`src/design/wgas_pkg.sv`:
```
// Shared types and constants for the windowed global alignment score pipeline.
package wgas_pkg;

   localparam int FIELD_BASES = 12;
   localparam int BASE_W      = 2;
   localparam int BASES_W     = FIELD_BASES * BASE_W;
   localparam int LEN_W       = 4;
   localparam int SUM_W       = LEN_W + 1;
   localparam int SCORE_W     = 6;

   typedef logic signed [SCORE_W-1:0] score_type;

   localparam score_type SC_MATCH    = 6'sd1;
   localparam score_type SC_MISMATCH = -6'sd1;
   localparam score_type SC_GAP      = -6'sd1;

   typedef struct packed {
      logic [BASES_W-1:0] query_bases;
      logic [BASES_W-1:0] ref_bases;
      logic [LEN_W-1:0]   query_len;
      logic [LEN_W-1:0]   ref_len;
      score_type          score;
   } item_type;

endpackage

```
`src/design/wgas_stage.sv`:
```
// One anti-diagonal of the alignment matrix, registered, with valid/stall flow.
module wgas_stage import wgas_pkg::*; #(
   parameter int EFF  = 12,
   parameter int DIAG = 2
) (
   input  logic                        clock,
   input  logic                        reset,
   input  logic                        up_valid,
   output logic                        up_stall,
   input  item_type                    up_item,
   input  logic [EFF:0][SCORE_W-1:0]   up_d1,
   input  logic [EFF:0][SCORE_W-1:0]   up_d2,
   output logic                        dn_valid,
   input  logic                        dn_stall,
   output item_type                    dn_item,
   output logic [EFF:0][SCORE_W-1:0]   dn_d1,
   output logic [EFF:0][SCORE_W-1:0]   dn_d2
);

   localparam int IDX_W = (EFF < 2) ? 1 : $clog2(EFF + 1);

   logic                      valid_ff;
   item_type                  item_ff, item_in;
   logic [EFF:0][SCORE_W-1:0] d1_ff, d2_ff, cell_w;
   logic [SUM_W-1:0]          len_sum;
   logic [IDX_W-1:0]          end_idx;

   // cell i of this diagonal is H[i][DIAG-i]
   for (genvar gi = 0; gi <= EFF; gi++) begin : g_cell
      localparam int GJ = DIAG - gi;
      if (GJ < 0 || GJ > EFF) begin : g_off
         assign cell_w[gi] = '0;
      end else if (gi == 0 || GJ == 0) begin : g_edge
         assign cell_w[gi] = SCORE_W'(-DIAG);
      end else begin : g_core
         score_type diag_s, top_s, left_s, best_s;
         always_comb begin
            diag_s = $signed(up_d2[gi-1]) +
                     ((up_item.query_bases[BASE_W*(gi-1) +: BASE_W] ==
                       up_item.ref_bases[BASE_W*(GJ-1) +: BASE_W]) ? SC_MATCH : SC_MISMATCH);
            top_s  = $signed(up_d1[gi-1]) + SC_GAP;
            left_s = $signed(up_d1[gi]) + SC_GAP;
            best_s = diag_s;
            if (top_s > best_s) begin
               best_s = top_s;
            end
            if (left_s > best_s) begin
               best_s = left_s;
            end
         end
         assign cell_w[gi] = best_s;
      end
   end

   // take the end cell when the diagonal passes it
   always_comb begin
      len_sum = {1'b0, up_item.query_len} + {1'b0, up_item.ref_len};
      end_idx = up_item.query_len[IDX_W-1:0];
      item_in = up_item;
      if (len_sum == SUM_W'(DIAG)) begin
         item_in.score = cell_w[end_idx];
      end
   end

   assign up_stall = valid_ff && dn_stall;

   always_ff @(posedge clock) begin
      if (reset) begin
         valid_ff <= 1'b0;
      end else if (!up_stall) begin
         valid_ff <= up_valid;
      end
   end

   always_ff @(posedge clock) begin
      if (!up_stall && up_valid) begin
         item_ff <= item_in;
         d1_ff   <= cell_w;
         d2_ff   <= up_d1;
      end
   end

   assign dn_valid = valid_ff;
   assign dn_item  = item_ff;
   assign dn_d1    = d1_ff;
   assign dn_d2    = d2_ff;

endmodule

```
`config.mk`:
```
export PLATFORM = sky130hd
export DESIGN_NAME = wgas_stage
export DESIGN_NICKNAME = d
export VERILOG_FILES = /design/src/design/wgas_pkg.sv /design/src/design/wgas_stage.sv
export SDC_FILE = /design/constraint.sdc
export NUM_CORES = 1
export LEC_CHECK = 0
export ABC_AREA = 1
export BUFFER_PORTS_ARGS = -buffer_cell sky130_fd_sc_hd__buf_2
export CORE_AREA = 2 2 174 176
export DETAILED_ROUTE_END_ITERATION = 7
export DIE_AREA = 0 0 176 178
export MAX_ROUTING_LAYER = met4
export PLACE_DENSITY_LB_ADDON = 0.2
export SLEW_MARGIN = 20
export SYNTH_ARGS = -nofsm -noshare
export SYNTH_HDL_FRONTEND = slang
export SYNTH_SLANG_ARGS = --single-unit
```
`constraint.sdc`:
```
create_clock -name clock -period 10.3 [get_ports clock]
set_input_delay 0.515 -clock clock [delete_from_list [all_inputs] [get_ports clock]]
set_output_delay 0.515 -clock clock [all_outputs]
set_load 0.1 [all_outputs]
```
==> results.sh <==
export IMPL_hold_path_class="input port to flop"
export IMPL_grt_use_met3_pct=3.52
export IMPL_gp_congestion=0.727
export IMPL_cts_clk_slew_worst_paths_ns=0.07
export IMPL_dpl_hpwl_um=13300
export IMPL_cp_required_ns=10.47
export IMPL_top_usage_layer="met2"
export IMPL_syn_to_final_growth_pct=35.8
export IMPL_cts_tree="yes"
export IMPL_synth_area_um2=6310
export IMPL_seq_power_share_pct=36.1
export IMPL_yosys_top_cells_count="edfxtp_1, buf_4, nand2_1"
export IMPL_vias=4095
export IMPL_vias_per_cell=3.53
export IMPL_synth_edf_count=146
export IMPL_drive_above_1_share_pct=48.1
export IMPL_hold_violations=0
export IMPL_crit_fanout=7
export IMPL_critPathArrivalTime_ns=4.45
export IMPL_insertion_delay_ns=0.41
export IMPL_rsz0062_at_grt="false"
export IMPL_power_share_clock_pct=28.8
export IMPL_p_per_area_nw_per_um2=233
export IMPL_synth_xor_area_share_pct=1.64
export IMPL_min_to="dn_valid"
export IMPL_period_share_pct=41.5
export IMPL_antenna_found_initial=0
export IMPL_synthCells=442
export IMPL_wl_per_cell_um=14.1
export IMPL_synthMostInstantiatedCell="edfxtp_1"
export IMPL_grtUsageMet1_pct=10.8
export IMPL_dieArea_um2=31300
export IMPL_clockRootBuffer="clkbuf_16"
export IMPL_synth_top_area_share_pct=69.4
export IMPL_r2r_slack_ns=7.36
export IMPL_cts_setup_buffers=0
export IMPL_timing_fmax_ghz=0.234
export IMPL_io_buffer_count=297
export IMPL_synth_async_reset_ratio_pct=0
export IMPL_drtPass1Iterations=4
export IMPL_setup_viol=0
export IMPL_ff_latch_area_um2=4400
export IMPL_grtUsageTotal_pct=10.4
export IMPL_synth_fa_ha_area_share_pct=4.99
export IMPL_final_antenna_net_count=0
export IMPL_core_um2=29400
export IMPL_cap_viol_max_count=0
export IMPL_io_pins=442
export IMPL_synth_cell_type_count=37
export IMPL_met2_usage_pct=18.6
export IMPL_p_sw_share_pct=42.6
export IMPL_initial_core_util_pct=21.5
export IMPL_rows=63
export IMPL_r2r_start="dn_valid"
export IMPL_grt_max_degree=75
export IMPL_drc=0
export IMPL_drt_iter0_markers=154
export IMPL_outcome="finished clean"
export IMPL_power_frac_comb_pct=35.1
export IMPL_fp_dieW_um=176
export IMPL_crit_slowest_cell="ha_1"
export IMPL_final_area_um2=8580
export IMPL_vdd_ir_drop_max_uv=120
export IMPL_cts_buffer_depth=2
export IMPL_die_y_um=178
export IMPL_worst_setup_path_type="input port to flop"
export IMPL_min_path_cells=2
export IMPL_grt_pass1_vias=3836
export IMPL_numCtsBuffers=17
export IMPL_synthTopCellsByArea="edfxtp_1, buf_4, ha_1, nand2_1, inv_1"
export IMPL_fin_crit_ns=4.27
export IMPL_synth_mux_area_share_pct=0
export IMPL_finalSetupTns_ns=0
export IMPL_synth_simple_area_share_pct=10.8
export IMPL_timing_slew_headroom_pct=36.1
export IMPL_cts_htree_levels=4
export IMPL_reg2reg_to="dn_d1[11]"
export IMPL_synth_seq_area_share_pct=69.7
export IMPL_wl_um=16400
export IMPL_end_kind="flop"
export IMPL_avgSynthCellArea_um2=14.3
export IMPL_reg2reg_depth=5
export IMPL_cts_resized_gates=0
export IMPL_start_kind="input port"
export IMPL_multiInputGateArea_um2=1460
export IMPL_hold_ws_ns=0.244
export IMPL_fill_cells=3084
export IMPL_ys_seq_elements=147
export IMPL_clock_sinks=147
export IMPL_synth_top_family_by_area="buffers and inverters"
export IMPL_ys_warnings_count=0
export IMPL_grt_overflow=0
export IMPL_min_from="reset"
export IMPL_layout_nets=1003
export IMPL_post_synth_top_area_cell="edfxtp_1"
export IMPL_holdBufCountCts=0
export IMPL_critical_path_max_stage_delay_ns=0.44
export IMPL_antenna_cells=0
export IMPL_maxSlewViolCount=0
export IMPL_place_area_um2=8030
export IMPL_fin_total_pwr_mw=2.00
export IMPL_synth_compound_area_share_pct=1.23
export IMPL_p_int_mw=1.15
export IMPL_grt_pass1_wl_um=22800
export IMPL_worst_pin_slew_ns=0.958
export IMPL_setup_worst_path_start="up_item[15]"
export IMPL_power_leakage_nw=3.90
export IMPL_crit_top_cell="nand2_1"
export IMPL_synth_ff_type="edfxtp_1"
export IMPL_fin_worst_skew_ns=0.00805
export IMPL_p_switching_mw=0.853
## registers in the layout, indices dropped and copies added (netlist names)
name / count
dn_valid: 1
dn_item: 62
dn_d2: 78
dn_d1: 6
## area by class of cell
class                      count  share of cell area, %
sequential                   147                   51.3
timing repair buffer         299                   17.5
inverter                      47                   2.06
clock inverter                14                   1.40
multi-input combinational    245                   17.0
tap                          390                   5.69
clock buffer                  18                   5.00
## cells in the final DEF, fill, tap and decap left out, types with 7 or more instances in the layout
master / n
a21oi_1: 7
clkbuf_16: 17
inv_2: 8
nand3_2: 11
edfxtp_1: 146
conb_1: 72
inv_1: 38
and2_1: 9
nand2_1: 53
buf_2: 297
ha_1: 22
xor2_1: 7
nand2_2: 10
nand3_1: 17
## kinds of logic (layout without fill, tap and decap cells)
kind of cell             Yosys count  count (layout)
other                              2              72
adder cells (fa/ha/maj)           24              24
AND/OR/NAND/NOR                  125             125
buffers and inverters            120             378
XOR/XNOR                          11              11
flip-flops                       147             147
AO/OA/AOI/OAI                     13              13
## critical path, delay by kind of cell
kind,cells,cell delay [ns]
xor+xnor,1,0.15
compound gates,2,0.17
buf+inv,5,0.45
simple gates,17,2.08
fa+ha+maj,3,1.08
## power groups by stage
stage                     sequential [mW]  clock [mW]  combinational (mW)
after floorplan                      1.05           0               0.304
after global placement              0.736           0               0.710
after detailed placement            0.737           0               0.711
after CTS                           0.724       0.602               0.712
final                               0.724       0.577               0.702
after global routing                0.728       0.627               0.743
## worst max-delay path by stage
stage,end,slack [ns],cells past startpoint
after floorplan,dn_d1[10],2.18,3
after global placement,dn_item[0],5.55,28
after detailed placement,dn_item[0],5.52,28
after CTS,dn_item[0],5.97,28
after global routing,dn_item[0],5.62,29
final,dn_item[0],6.03,28
## per-layer routing
layer  vias to the layer above  part of all wire [%]
met5                         -                     0
met1                      1838                    37
met3                        12                   8.8
met2                       232                    53
met4                         0                   1.3
li1                       2013                     -
## metrics by stage
step           std cells  setup slack [ns]  util (%)
2_1_floorplan        512              2.18         -
3_3_place_gp        1128              5.55      27.3
3_5_place_dp        1128              5.52      27.3
4_1_cts             1160              5.97      29.2
5_1_grt             1160              5.62      29.2
6_report            1160              6.03      29.2
No activity file was read; power rests on OpenSTA's default activity.
